<file path="src/rc2_pkg.sv">
// RC2 block cipher shared definitions: commands, result kinds, FSM states,
// controller/datapath command struct, PITABLE lookup.
// No dependencies.
package rc2_pkg;

	localparam int KeyBytes = 128;
	localparam int SubKeys = 64;

	typedef enum logic [1:0] {
		CMD_WRITE   = 2'd0,
		CMD_EXPAND  = 2'd1,
		CMD_ENCRYPT = 2'd2,
		CMD_DECRYPT = 2'd3
	} cmd_t;

	typedef enum logic [1:0] {
		KIND_ENC    = 2'd0,
		KIND_DEC    = 2'd1,
		KIND_EXPAND = 2'd2
	} kind_t;

	typedef enum logic [3:0] {
		ST_IDLE,
		ST_FWD_RD,    // forward expansion: issue reads
		ST_FWD_WR,    // forward expansion: write byte
		ST_MID_RD,
		ST_MID_WR,
		ST_BWD_RD,
		ST_BWD_WR,
		ST_SK_RD,     // copy bytes into subkey store
		ST_SK_WR,
		ST_CIPH_RD,   // fetch subkey for next word step
		ST_CIPH_EX,   // apply one word step
		ST_MASH_RD,
		ST_MASH_EX,
		ST_OUT
	} state_t;

	// controller -> datapath
	typedef struct packed {
		logic       load;      // latch input transaction
		logic       key_wr;    // write key byte from input
		logic       kexp_rd;   // issue key store reads for current expansion phase
		logic       kexp_wr;   // write expansion result
		logic [1:0] kexp_ph;   // 0 forward, 1 middle, 2 backward
		logic [6:0] posn;
		logic [6:0] size;
		logic [7:0] mask;
		logic       sk_rd;
		logic       sk_wr;
		logic [5:0] sk_idx;
		logic       ciph_rd;
		logic       ciph_ex;
		logic       mash_rd;
		logic       mash_ex;
		logic       decrypt;
		logic [1:0] word;
		logic [5:0] key_idx;
		logic       out_set;
		logic [1:0] out_kind;
	} ctl_t;

	localparam logic [7:0] PiTab [256] = '{
		8'hd9,8'h78,8'hf9,8'hc4,8'h19,8'hdd,8'hb5,8'hed,8'h28,8'he9,8'hfd,8'h79,8'h4a,8'ha0,8'hd8,8'h9d,
		8'hc6,8'h7e,8'h37,8'h83,8'h2b,8'h76,8'h53,8'h8e,8'h62,8'h4c,8'h64,8'h88,8'h44,8'h8b,8'hfb,8'ha2,
		8'h17,8'h9a,8'h59,8'hf5,8'h87,8'hb3,8'h4f,8'h13,8'h61,8'h45,8'h6d,8'h8d,8'h09,8'h81,8'h7d,8'h32,
		8'hbd,8'h8f,8'h40,8'heb,8'h86,8'hb7,8'h7b,8'h0b,8'hf0,8'h95,8'h21,8'h22,8'h5c,8'h6b,8'h4e,8'h82,
		8'h54,8'hd6,8'h65,8'h93,8'hce,8'h60,8'hb2,8'h1c,8'h73,8'h56,8'hc0,8'h14,8'ha7,8'h8c,8'hf1,8'hdc,
		8'h12,8'h75,8'hca,8'h1f,8'h3b,8'hbe,8'he4,8'hd1,8'h42,8'h3d,8'hd4,8'h30,8'ha3,8'h3c,8'hb6,8'h26,
		8'h6f,8'hbf,8'h0e,8'hda,8'h46,8'h69,8'h07,8'h57,8'h27,8'hf2,8'h1d,8'h9b,8'hbc,8'h94,8'h43,8'h03,
		8'hf8,8'h11,8'hc7,8'hf6,8'h90,8'hef,8'h3e,8'he7,8'h06,8'hc3,8'hd5,8'h2f,8'hc8,8'h66,8'h1e,8'hd7,
		8'h08,8'he8,8'hea,8'hde,8'h80,8'h52,8'hee,8'hf7,8'h84,8'haa,8'h72,8'hac,8'h35,8'h4d,8'h6a,8'h2a,
		8'h96,8'h1a,8'hd2,8'h71,8'h5a,8'h15,8'h49,8'h74,8'h4b,8'h9f,8'hd0,8'h5e,8'h04,8'h18,8'ha4,8'hec,
		8'hc2,8'he0,8'h41,8'h6e,8'h0f,8'h51,8'hcb,8'hcc,8'h24,8'h91,8'haf,8'h50,8'ha1,8'hf4,8'h70,8'h39,
		8'h99,8'h7c,8'h3a,8'h85,8'h23,8'hb8,8'hb4,8'h7a,8'hfc,8'h02,8'h36,8'h5b,8'h25,8'h55,8'h97,8'h31,
		8'h2d,8'h5d,8'hfa,8'h98,8'he3,8'h8a,8'h92,8'hae,8'h05,8'hdf,8'h29,8'h10,8'h67,8'h6c,8'hba,8'hc9,
		8'hd3,8'h00,8'he6,8'hcf,8'he1,8'h9e,8'ha8,8'h2c,8'h63,8'h16,8'h01,8'h3f,8'h58,8'he2,8'h89,8'ha9,
		8'h0d,8'h38,8'h34,8'h1b,8'hab,8'h33,8'hff,8'hb0,8'hbb,8'h48,8'h0c,8'h5f,8'hb9,8'hb1,8'hcd,8'h2e,
		8'hc5,8'hf3,8'hdb,8'h47,8'he5,8'ha5,8'h9c,8'h77,8'h0a,8'ha6,8'h20,8'h68,8'hfe,8'h7f,8'hc1,8'had
	};

endpackage

</file>
<file path="src/rc2_ctrl.sv">
// RC2 controller: sequences key load, key expansion and cipher word steps.
// Depends on rc2_pkg.
module rc2_ctrl (
	input  logic              clk,
	input  logic              arst_n,
	input  logic              in_valid,
	input  rc2_pkg::cmd_t     in_cmd,
	input  logic [10:0]       key_bits,
	input  logic              out_busy,   // result register still full
	input  logic              out_take,   // result transaction this cycle
	output logic              in_ready,
	output rc2_pkg::ctl_t     ctl
);
	import rc2_pkg::*;

	state_t     state_q, state_nx;
	logic [6:0] posn_q, posn_nx;
	logic [3:0] round_q, round_nx;
	logic [1:0] word_q, word_nx;
	logic       dec_q, dec_nx;
	logic [6:0] size_q;
	logic [7:0] mask_q;
	kind_t      kind_q;
	logic       go;

	// effective key size in bytes and last-byte mask
	logic [10:0] kb;
	logic [7:0]  size_c;
	logic [2:0]  rem_c;
	always_comb begin
		kb = (key_bits == 11'd0) ? 11'd1 : key_bits;
		size_c = kb[10] ? 8'd128 : ({1'b0, kb[9:3]} + {7'd0, kb[2:0] != 3'd0});
		rem_c = kb[2:0];
	end

	// last word step of a round and mash points
	logic last_word, mash_pt;
	always_comb begin
		last_word = dec_q ? (word_q == 2'd0) : (word_q == 2'd3);
		mash_pt = dec_q ? (round_q == 4'd5 || round_q == 4'd11)
		                : (round_q == 4'd4 || round_q == 4'd10);
	end

	assign go = in_valid && in_ready;
	assign in_ready = (state_q == ST_IDLE) && (!out_busy || out_take);

	// next state
	always_comb begin
		state_nx = state_q;
		posn_nx = posn_q;
		round_nx = round_q;
		word_nx = word_q;
		dec_nx = dec_q;
		case (state_q)
			ST_IDLE: begin
				if (go) begin
					case (in_cmd)
						CMD_EXPAND: begin
							if (size_c[7]) begin
								state_nx = ST_MID_RD;
								posn_nx = 7'd0;
							end else begin
								state_nx = ST_FWD_RD;
								posn_nx = size_c[6:0];
							end
						end
						CMD_ENCRYPT: begin
							state_nx = ST_CIPH_RD;
							dec_nx = 1'b0;
							round_nx = 4'd0;
							word_nx = 2'd0;
						end
						CMD_DECRYPT: begin
							state_nx = ST_CIPH_RD;
							dec_nx = 1'b1;
							round_nx = 4'd15;
							word_nx = 2'd3;
						end
						default: state_nx = ST_IDLE;
					endcase
				end
			end
			ST_FWD_RD: state_nx = ST_FWD_WR;
			ST_FWD_WR: begin
				if (posn_q == 7'd127) begin
					state_nx = ST_MID_RD;
					posn_nx = 7'(8'd128 - {1'b0, size_q});
				end else begin
					state_nx = ST_FWD_RD;
					posn_nx = posn_q + 7'd1;
				end
			end
			ST_MID_RD: state_nx = ST_MID_WR;
			ST_MID_WR: begin
				if (posn_q == 7'd0) begin
					state_nx = ST_SK_RD;
					posn_nx = 7'd0;
				end else begin
					state_nx = ST_BWD_RD;
					posn_nx = posn_q - 7'd1;
				end
			end
			ST_BWD_RD: state_nx = ST_BWD_WR;
			ST_BWD_WR: begin
				if (posn_q == 7'd0) begin
					state_nx = ST_SK_RD;
					posn_nx = 7'd0;
				end else begin
					state_nx = ST_BWD_RD;
					posn_nx = posn_q - 7'd1;
				end
			end
			ST_SK_RD: state_nx = ST_SK_WR;
			ST_SK_WR: begin
				posn_nx = posn_q + 7'd1;
				state_nx = (posn_q == 7'd63) ? ST_OUT : ST_SK_RD;
			end
			ST_CIPH_RD: state_nx = ST_CIPH_EX;
			ST_CIPH_EX: begin
				if (dec_q) begin
					if (!last_word) begin
						word_nx = word_q - 2'd1;
						state_nx = ST_CIPH_RD;
					end else begin
						word_nx = 2'd3;
						if (mash_pt) state_nx = ST_MASH_RD;
						else if (round_q == 4'd0) state_nx = ST_OUT;
						else begin
							round_nx = round_q - 4'd1;
							state_nx = ST_CIPH_RD;
						end
					end
				end else begin
					word_nx = word_q + 2'd1;
					if (!last_word) state_nx = ST_CIPH_RD;
					else if (mash_pt) state_nx = ST_MASH_RD;
					else if (round_q == 4'd15) state_nx = ST_OUT;
					else begin
						round_nx = round_q + 4'd1;
						state_nx = ST_CIPH_RD;
					end
				end
			end
			ST_MASH_RD: state_nx = ST_MASH_EX;
			ST_MASH_EX: begin
				if (dec_q) begin
					if (word_q != 2'd0) begin
						word_nx = word_q - 2'd1;
						state_nx = ST_MASH_RD;
					end else begin
						word_nx = 2'd3;
						round_nx = round_q - 4'd1;
						state_nx = ST_CIPH_RD;
					end
				end else begin
					word_nx = word_q + 2'd1;
					if (word_q != 2'd3) state_nx = ST_MASH_RD;
					else begin
						round_nx = round_q + 4'd1;
						state_nx = ST_CIPH_RD;
					end
				end
			end
			ST_OUT: state_nx = ST_IDLE;
			default: state_nx = ST_IDLE;
		endcase
	end

	// registers
	always_ff @(posedge clk or negedge arst_n) begin
		if (!arst_n) begin
			state_q <= ST_IDLE;
			posn_q <= '0;
			round_q <= '0;
			word_q <= '0;
			dec_q <= 1'b0;
			size_q <= '0;
			mask_q <= '0;
			kind_q <= KIND_ENC;
		end else begin
			state_q <= state_nx;
			posn_q <= posn_nx;
			round_q <= round_nx;
			word_q <= word_nx;
			dec_q <= dec_nx;
			if (go) begin
				kind_q <= (in_cmd == CMD_EXPAND) ? KIND_EXPAND :
					((in_cmd == CMD_DECRYPT) ? KIND_DEC : KIND_ENC);
			end
			if (go && in_cmd == CMD_EXPAND) begin
				size_q <= size_c[6:0];
				mask_q <= (kb[10] || rem_c == 3'd0) ? 8'hFF :
					8'((9'd1 << rem_c) - 9'd1);
			end
		end
	end

	// datapath commands
	always_comb begin
		ctl = '0;
		ctl.load = go;
		ctl.key_wr = go && in_cmd == CMD_WRITE;
		ctl.posn = posn_q;
		ctl.size = size_q;
		ctl.mask = mask_q;
		ctl.sk_idx = posn_q[5:0];
		ctl.decrypt = dec_q;
		ctl.word = word_q;
		ctl.key_idx = {round_q, word_q};
		ctl.out_kind = kind_q;
		case (state_q)
			ST_FWD_RD: begin ctl.kexp_rd = 1'b1; ctl.kexp_ph = 2'd0; end
			ST_FWD_WR: begin ctl.kexp_wr = 1'b1; ctl.kexp_ph = 2'd0; end
			ST_MID_RD: begin ctl.kexp_rd = 1'b1; ctl.kexp_ph = 2'd1; end
			ST_MID_WR: begin ctl.kexp_wr = 1'b1; ctl.kexp_ph = 2'd1; end
			ST_BWD_RD: begin ctl.kexp_rd = 1'b1; ctl.kexp_ph = 2'd2; end
			ST_BWD_WR: begin ctl.kexp_wr = 1'b1; ctl.kexp_ph = 2'd2; end
			ST_SK_RD: ctl.sk_rd = 1'b1;
			ST_SK_WR: ctl.sk_wr = 1'b1;
			ST_CIPH_RD: ctl.ciph_rd = 1'b1;
			ST_CIPH_EX: ctl.ciph_ex = 1'b1;
			ST_MASH_RD: ctl.mash_rd = 1'b1;
			ST_MASH_EX: ctl.mash_ex = 1'b1;
			ST_OUT: ctl.out_set = 1'b1;
			default: ;
		endcase
	end

	a_ready_idle: assert property (@(posedge clk) disable iff (!arst_n)
		in_ready |-> state_q == ST_IDLE) else $error("ready outside idle");
	a_go_leaves: assert property (@(posedge clk) disable iff (!arst_n)
		(go && in_cmd != CMD_WRITE) |=> state_q != ST_IDLE) else $error("command lost");
	a_out_once: assert property (@(posedge clk) disable iff (!arst_n)
		state_q == ST_OUT |=> state_q == ST_IDLE) else $error("out state stuck");
endmodule

</file>
<file path="src/rc2_dp.sv">
// RC2 datapath: key byte store, subkey store, cipher word register and
// result register. Depends on rc2_pkg.
module rc2_dp (
	input  logic              clk,
	input  logic              arst_n,
	input  rc2_pkg::ctl_t     ctl,
	input  logic [6:0]        key_index,
	input  logic [7:0]        key_byte,
	input  logic [63:0]       block_in,
	input  logic              out_take,
	output logic              out_busy,
	output logic [63:0]       block_out,
	output logic [1:0]        result_kind
);
	import rc2_pkg::*;

	logic [7:0]  kmem [KeyBytes];
	logic [15:0] smem [SubKeys];
	logic [7:0]  rd_a_q, rd_b_q;
	logic [15:0] sk_q;
	logic [15:0] w_q [4];
	logic        busy_q;
	logic [63:0] res_q;
	logic [1:0]  kind_q;

	// key store read addresses
	logic [6:0] addr_a, addr_b, addr_w;
	always_comb begin
		addr_a = ctl.posn;
		addr_b = ctl.posn;
		addr_w = ctl.posn;
		case (ctl.kexp_ph)
			2'd0: begin addr_a = ctl.posn - 7'd1; addr_b = ctl.posn - ctl.size; end
			2'd2: begin addr_a = ctl.posn + 7'd1; addr_b = ctl.posn + ctl.size; end
			default: ;
		endcase
		if (ctl.sk_rd) begin
			addr_a = {ctl.sk_idx, 1'b0};
			addr_b = {ctl.sk_idx, 1'b1};
		end
		if (ctl.key_wr) addr_w = key_index;
	end

	logic [7:0] pi_idx, kwr_data;
	always_comb begin
		case (ctl.kexp_ph)
			2'd0: pi_idx = rd_a_q + rd_b_q;
			2'd1: pi_idx = rd_a_q & ctl.mask;
			default: pi_idx = rd_a_q ^ rd_b_q;
		endcase
		kwr_data = ctl.key_wr ? key_byte : PiTab[pi_idx];
	end

	// key byte store
	always_ff @(posedge clk) begin
		if (ctl.kexp_rd || ctl.sk_rd) begin
			rd_a_q <= kmem[addr_a];
			rd_b_q <= kmem[addr_b];
		end
		if (ctl.key_wr || ctl.kexp_wr) kmem[addr_w] <= kwr_data;
	end

	// word step arithmetic
	logic [1:0]  wi;
	logic [15:0] wa, wb, wc, wcur, mix, v, wnew;
	logic [5:0]  sk_raddr;
	logic [3:0]  sh;
	always_comb begin
		wi = ctl.word;
		wa = w_q[wi + 2'd3];
		wb = w_q[wi + 2'd2];
		wc = w_q[wi + 2'd1];
		wcur = w_q[wi];
		mix = (wa & wb) + (~wa & wc);
		case (wi)
			2'd0: sh = 4'd1;
			2'd1: sh = 4'd2;
			2'd2: sh = 4'd3;
			default: sh = 4'd5;
		endcase
		if (ctl.decrypt) begin
			v = (wcur >> sh) | (wcur << (5'd16 - {1'b0, sh}));
			wnew = v - sk_q - mix;
		end else begin
			v = wcur + sk_q + mix;
			wnew = (v << sh) | (v >> (5'd16 - {1'b0, sh}));
		end
		sk_raddr = ctl.mash_rd ? wa[5:0] : ctl.key_idx;
	end

	// subkey store
	always_ff @(posedge clk) begin
		if (ctl.ciph_rd || ctl.mash_rd) sk_q <= smem[sk_raddr];
		if (ctl.sk_wr) smem[ctl.sk_idx] <= {rd_b_q, rd_a_q};
	end

	// block words
	always_ff @(posedge clk) begin
		if (ctl.load) begin
			w_q[0] <= block_in[15:0];
			w_q[1] <= block_in[31:16];
			w_q[2] <= block_in[47:32];
			w_q[3] <= block_in[63:48];
		end else if (ctl.ciph_ex) begin
			w_q[wi] <= wnew;
		end else if (ctl.mash_ex) begin
			w_q[wi] <= ctl.decrypt ? wcur - sk_q : wcur + sk_q;
		end
	end

	// result register
	always_ff @(posedge clk or negedge arst_n) begin
		if (!arst_n) busy_q <= 1'b0;
		else if (ctl.out_set) busy_q <= 1'b1;
		else if (out_take) busy_q <= 1'b0;
	end
	always_ff @(posedge clk) begin
		if (ctl.out_set) begin
			res_q <= (ctl.out_kind == KIND_EXPAND) ? 64'd0 :
				{w_q[3], w_q[2], w_q[1], w_q[0]};
			kind_q <= ctl.out_kind;
		end
	end

	assign out_busy = busy_q;
	assign block_out = res_q;
	assign result_kind = kind_q;

	a_no_over: assert property (@(posedge clk) disable iff (!arst_n)
		ctl.out_set |-> (!busy_q || out_take)) else $error("result overwritten");
	a_wr_excl: assert property (@(posedge clk) disable iff (!arst_n)
		!(ctl.key_wr && ctl.kexp_wr)) else $error("key store write clash");
	a_busy_set: assert property (@(posedge clk) disable iff (!arst_n)
		ctl.out_set |=> busy_q) else $error("result not held");
endmodule

</file>
<file path="src/rc2_block_cipher_unit.sv">
// RC2 (64-bit block) cipher unit, top level.
// Encrypt/decrypt: each word step is a subkey read, then an update; 64 mix + 8 mash
// steps plus the result load; no new block is taken before the last result is taken.
// Expand: key expansion from the effective key size in bytes, then the subkey copy.
// Key byte write: no result. One transaction at a time. arst_n clears control
// and the result flag; key_bits resets to 64; key and subkey stores undefined until written.
module rc2_block_cipher_unit (
	input  logic        clk,
	input  logic        arst_n,
	input  logic        cfg_we,
	input  logic [10:0] cfg_wdata,
	input  logic        s_tvalid,
	output logic        s_tready,
	input  logic [1:0]  s_tuser,   // cmd[1:0]
	input  logic [79:0] s_tdata,   // key_index[6:0], key_byte[14:7], block_in[78:15], pad
	output logic        m_tvalid,
	input  logic        m_tready,
	output logic [63:0] m_tdata,   // block_out[63:0]
	output logic [1:0]  m_tuser    // result_kind[1:0]
);
	import rc2_pkg::*;

	logic [10:0] key_bits_q;
	ctl_t        ctl;
	logic        out_busy, out_take;

	always_ff @(posedge clk or negedge arst_n) begin
		if (!arst_n) key_bits_q <= 11'd64;
		else if (cfg_we) key_bits_q <= cfg_wdata;
	end

	assign out_take = m_tvalid && m_tready;
	assign m_tvalid = out_busy;

	rc2_ctrl u_ctrl (
		.clk(clk), .arst_n(arst_n), .in_valid(s_tvalid),
		.in_cmd(cmd_t'(s_tuser)), .key_bits(key_bits_q),
		.out_busy(out_busy), .out_take(out_take), .in_ready(s_tready), .ctl(ctl)
	);

	rc2_dp u_dp (
		.clk(clk), .arst_n(arst_n), .ctl(ctl),
		.key_index(s_tdata[6:0]), .key_byte(s_tdata[14:7]),
		.block_in(s_tdata[78:15]), .out_take(out_take), .out_busy(out_busy),
		.block_out(m_tdata), .result_kind(m_tuser)
	);
endmodule
</file>
<file path="config.mk">
export PLATFORM = sky130hd
export DESIGN_NAME = rc2_block_cipher_unit
export DESIGN_NICKNAME = d
export VERILOG_FILES = /design/src/rc2_pkg.sv /design/src/rc2_ctrl.sv /design/src/rc2_dp.sv /design/src/rc2_block_cipher_unit.sv
export SDC_FILE = /design/constraint.sdc
export NUM_CORES = 2
export LEC_CHECK = 0
export BUFFER_PORTS_ARGS = -buffer_cell sky130_fd_sc_hd__buf_2
export CORE_MARGIN = 8
export CORE_UTILIZATION = 25
export DETAILED_ROUTE_END_ITERATION = 6
export PLACE_DENSITY = 0.49
export SKIP_CTS_REPAIR_TIMING = 1
export SLEW_MARGIN = 20
export SYNTH_ARGS = -nofsm -noshare
export SYNTH_HDL_FRONTEND = slang
export SYNTH_SLANG_ARGS = --single-unit
</file>
<file path="constraint.sdc">
create_clock -name clk -period 10.43 [get_ports clk]
set_clock_uncertainty 0.1 [all_clocks]
set_input_delay 1.043 -clock clk [delete_from_list [all_inputs] [get_ports clk]]
set_output_delay 1.043 -clock clk [all_outputs]
set_load 0.02 [all_outputs]
</file>
# == After elaboration in Yosys (flattened, before gate mapping) ==
# Memory sizes are Yosys's and may differ from the RTL's. A register that Yosys moved wholly into a read port is not among the register bits.
# Cells that the tools add are included.
# totals
output_inout_bits,68
wordCells,221
reg_bits,49
in_bits,98
mem_count,4
rom_bits,2048
ram_bits,2112
# classes
reduce_logical,38
n_mux,93
eq_ne,39
magnitude_cmp,1
bitwise_logic,9
shift,5
add_sub_neg,21
# memory_table
name,depth,width,rd,rd_ports_with_merged_regs,wr,line,text
(name not given),256,8,1,0,0,rc2_dp.sv:51,kwr_data = ctl.key_wr ? key_byte : PiTab[pi_idx];
u_dp.kmem,128,8,2,2,1,rc2_dp.sv:17,logic [7:0] kmem [KeyBytes];
u_dp.smem,64,16,1,1,1,rc2_dp.sv:18,logic [15:0] smem [SubKeys];
u_dp.w_q,4,16,8,4,4,rc2_dp.sv:21,logic [15:0] w_q [4];
# ops
cell,n
4-bit two-way mux,19
16-bit two-way mux,4
7-bit two-way mux,8
16-bit adder,3
4-bit one-hot mux with 12 select lines,1
16-bit subtractor,3
8-bit two-way mux,5
"4-bit == test, second input constant",9
16-bit AND,2
16-bit bitwise OR,2
1-bit two-way mux,28
7-bit one-hot mux with 2 select lines,2
7-bit one-hot mux with 4 select lines,1
"4-bit by 3-bit == test with 1-bit output, second input constant",6
2-bit two-way mux,12
16-bit NOT,1
4-bit one-hot mux with 2 select lines,2
8-bit one-hot mux with 2 select lines,1
16-bit OR reduction,1
16-bit by 3-bit << shifter with 16-bit output,1
16-bit by 5-bit << shifter with 16-bit output,1
16-bit by 3-bit right shift with 16-bit output,1
16-bit by 5-bit right shift with 16-bit output,1
"2-bit == test, second input constant",6
other kinds (52),86

# == Logic depth before layout (Yosys ltp) ==
# An unclocked memory read counts as a cell.
# logic_depth
depth_word,11
ltp_mapped,37
mapped_depth_nobuf,26

# == By module ==
# From an unflattened synthesis, not the netlist that was laid out.
# unflattened
cells_unflattened,7240
hier_area_um2,110199.4
# modules_own_cells
module,area_per_inst_um2,seq_area_each_um2,cells_per_inst,instances
rc2_dp,106852.5,66388.7,6862,1
rc2_ctrl,2891.5,875.8,354,1
rc2_block_cipher_unit,455.4,276.5,24,1

# == Worst setup path before layout ==
# OpenSTA, ideal clock, no wires.
# synth_path
path_type,register to register
start,reg u_dp.rd_a_q[0] (read register of u_dp.kmem)
end,"mem u_dp.kmem[0][6], data pin"
setup_ps,1224
path_stages_with_launch,14
t_required_ps,9106
path_buffers,3
arrival_ps,9227
period_less_slack_ps,10551
slack_ps,-121
path_cell_list,edfxtp_1 > ha_1 > fa_1 > o221a_2 > clkbuf_1 > clkbuf_1 > ha_1 > clkbuf_1 > a21oi_1 > a211oi_1 > a211oi_1 > a211oi_1 > nor3_1 > o31ai_1
# synth_between
elab_chain_len,7
word_cells_on_any_way,9
classes_between,add/sub (1); mux (4); bitwise (3); memory (1)
# synth_lines
item,line,text
"start, declared",rc2_dp.sv:19,"logic [7:0] rd_a_q, rd_b_q;"
8-bit adder (tied with other cells),rc2_dp.sv:47,2'd0: pi_idx = rd_a_q + rd_b_q;
8-bit one-hot mux with 2 select lines *,rc2_dp.sv:46,case (ctl.kexp_ph)
8-bit NOT with 9-bit output (not written as such) *,rc2_dp.sv:51,
memory 256 x 8 bit *,-,
8-bit two-way mux (not written as such) * (2 in a row),rc2_dp.sv:51,
8-bit two-way mux *,rc2_dp.sv:51,
via u_dp.kwr_data[6],rc2_dp.sv:44,"logic [7:0] pi_idx, kwr_data;"
"end, declared",rc2_dp.sv:17,
# The timed path passes the listed nets; every way through them passes the cells marked *. The select of a mux whose other input is x is not followed.

==> results.json <==
{
  "crit_chain": "clkinv_1 -> ha_2 -> buf_4 -> mux4_2 -> and2_1 -> ha_1 -> nand3_1 -> nor3_1 -> nand2_1 -> nor3_1 -> xor2_1 -> ha_1 -> a21oi_1 -> o21ai_0 -> a21o_1 -> a31oi_1 -> xor2_1 -> nor2_1 -> a211oi_1 -> o211ai_1 -> a221oi_1 -> o21ai_0",
  "initial_core_util": 0.251,
  "period_share": 0.847,
  "dieArea_mm2": 0.468,
  "dieHeight_um": 684,
  "worst_setup_path_start_kind": "flip-flop",
  "grt_pass1_wl_um": 572000,
  "drv_slew": 0,
  "multi_input_area_mm2": 0.0414,
  "cp.arrival_ns": 9.34,
  "drc": 0,
  "cts_buffers": 232,
  "cts-root-buf": "clkbuf_16",
  "synth-async-reset-ratio": 0.0208,
  "end_kind": "flip-flop",
  "maxSlewHeadroom": 0.161,
  "num_vias": 82300,
  "grt.overflow.total": 0,
  "required_ns": 10.94,
  "portBuffers": 164,
  "setup-tns-final_ns": 0,
  "syn-num-nets": 9981,
  "gr-usage-all-layers": 0.162,
  "drtIter0Drc": 9945,
  "cp_num_buf_inv": 2,
  "drive_gt1_frac": 0.121,
  "max_freq_mhz": 113,
  "cp_max_fo": 20,
  "period_minus_slack_ns": 8.83,
  "place_congestion": 0.919,
  "grt_max_degree": 139,
  "coreArea_mm2": 0.445,
  "synth-seq-area-share": 0.605,
  "cts_tree": "built",
  "synth-edff-count": 2210,
  "hold_viol_final": 0,
  "dp.cells": 15300,
  "maxCapViolations": 0,
  "yosysWarnings": 0,
  "synthFlopType": "edfxtp_1",
  "rsz0062_at_grt": "false",
  "fin_area_mm2": 0.127,
  "critical_path.max_stage_delay_ns": 0.87,
  "antenna_found_initial": 22,
  "drt-pass1-iter-count": 6,
  "setup_viol_count_final": 0,
  "r2r_cells": 22,
  "syn_area_mm2": 0.112,
  "register_area_mm2": 0.0675,
  "synth_area_per_cell_um2": 11.5,
  "r2r_end": "u_dp.w_q[0][9]$_DFFE_PP_",
  "outcome": "finished clean",
  "ys_seq_elements": 2257,
  "clk_pin_slew_ns": 0.07,
  "hold_path.class": "input pin to async pin",
  "fin_cells": 15800,
  "grt_pass1_vias": 77700,
  "placed_cell_area_mm2": 0.120,
  "place_ws_ns": 2.04,
  "htreeDepth": 4,
  "die_w_um": 684,
  "ant_nets": 0,
  "synth.distinct_cells": 98,
  "rr_startpoint": "u_ctrl.word_q[1]$_DFFE_PN0P_",
  "routedWlPerCell_um": 25.3,
  "ios": 166,
  "tightest_slew_ns": 1.25,
  "layout_setup_ws_ns": 1.60,
  "fillers": 45700,
  "via_per_inst": 5.22,
  "clk_path_buf_depth": 4,
  "rrSetupSlack_ns": 1.60,
  "fin_nets": 9872,
  "critPathKind": "flip-flop to flip-flop",
  "area_growth_pct": 13.9,
  "syn_inst": 9751,
  "clock_latency_ns": 0.91,
  "dp_hpwl_um": 246000,
  "rows": 245,
  "slowest_stage": "a221oi_1",
  "wl_um": 398000,
  "cts_sinks": 2257,
  "path_delay_family": "compound AO/OA/AOI/OAI gates"
}
-- flip-flops by register name, summed over array words and instances, names as in the netlist, 4 cells and up --
signal	cells
u_dp.kmem	1024
u_dp.smem	1024
u_dp.w_q	64
m_tdata	49
u_dp.sk_q	16
u_dp.block_out	15
key_bits_q	11
u_ctrl.mask_q	8
u_dp.rd_a_q	8
u_dp.rd_b_q	8
u_ctrl.posn_q	7
u_ctrl.size_q	7
u_ctrl.round_q	4
u_ctrl.state_q	4
-- final cells by class --
cell class	instances	area share
Clock inverter	141	0.0102
Inverter	100	0.00295
Sequential cell	2257	0.531
Antenna cell	3	0.0000590
Timing Repair Buffer	417	0.0244
Multi-Input combinational cell	6634	0.326
Tap cell	5928	0.0583
Clock buffer	279	0.0475
-- metrics by stage --
stage	util	hold WS [ns]
3_5_place_dp	0.269	0.368
2_1_floorplan	-	0.334
6_report	0.286	0.139
4_1_cts	0.286	0.103
3_3_place_gp	0.269	0.357
5_1_grt	0.286	0.167
-- kinds of logic (layout without fill, tap and decap cells) --
group                      Yosys count  count (layout)  share of synthesized area
and+or+nand+nor                   4351            4351                      0.168
DFF                               2257            2257                      0.605
AOI/OAI and AO/OA                 1674            1674                      0.106
buffers and inverters              860             937                     0.0297
muxes                              380             380                     0.0672
adders and majority gates          133             133                     0.0163
xor gates and xnor gates            96              96                    0.00759
other                                0               3                          0
-- how the worst max path moves through the flow --
stage | endpoint | cells past startpoint | start | slack, ns
2_1_floorplan | u_dp.kmem[0][3]$_DFFE_PP_ | 16 | u_dp.rd_a_q[0]$_DFFE_PP_ | 0.009
3_3_place_gp | u_dp.w_q[1][9]$_DFFE_PP_ | 22 | u_ctrl.word_q[0]$_DFFE_PN0P_ | 1.92
3_5_place_dp | u_dp.w_q[1][9]$_DFFE_PP_ | 22 | u_ctrl.word_q[1]$_DFFE_PN0P_ | 2.04
4_1_cts | u_dp.w_q[0][9]$_DFFE_PP_ | 22 | u_ctrl.word_q[0]$_DFFE_PN0P_ | 2.00
5_1_grt | u_dp.w_q[1][9]$_DFFE_PP_ | 23 | u_ctrl.word_q[0]$_DFFE_PN0P_ | 1.29
6_report | u_dp.w_q[0][9]$_DFFE_PP_ | 22 | u_ctrl.word_q[1]$_DFFE_PN0P_ | 1.60
-- Yosys cell counts (111+ instances only) --
master | n | area (µm²)
and2_1 | 143 | 895
clkbuf_1 | 629 | 2360
nor2_1 | 450 | 1690
a311oi_1 | 417 | 3650
edfxtp_1 | 2210 | 66400
a31oi_1 | 183 | 1140
and3_1 | 224 | 1400
o21ai_0 | 188 | 941
a21oi_1 | 315 | 1580
ha_1 | 111 | 1390
a211oi_1 | 192 | 1440
nand3_1 | 758 | 3790
mux4_2 | 293 | 6600
nand2_1 | 2554 | 9590
-- layout by cell type, fill, tap and decap left out, types with 29 or more instances in the layout --
cell / count
a21o_1: 53
xnor2_1: 62
nor3_1: 58
clkinv_1: 60
mux4_2: 293
o211ai_1: 35
clkbuf_16: 235
ha_1: 108
clkbuf_1: 44
dfrtp_1: 43
and2_1: 143
nand3_1: 757
buf_2: 164
buf_12: 29
nor2_1: 416
a31oi_1: 181
nor2_2: 29
a21oi_1: 306
clkinv_2: 40
mux2_2: 29
nand2_1: 2553
buf_4: 223
a311oi_1: 417
xor2_1: 33
o31ai_1: 33
inv_1: 98
a211oi_1: 192
mux2i_1: 51
edfxtp_1: 2210
o21ai_0: 183
and3_1: 223
-- routing by layer --
metal	track usage	up-vias	wire length, µm
met5	0	-	21
met4	0.0473	4	12700
met3	0.0251	619	31300
met2	0.260	3884	184000
met1	0.225	41500	170000
li1	-	36300	-
Power is not shown: default switching activity piles up to over one toggle a cycle in this logic, so the estimate is an artifact.
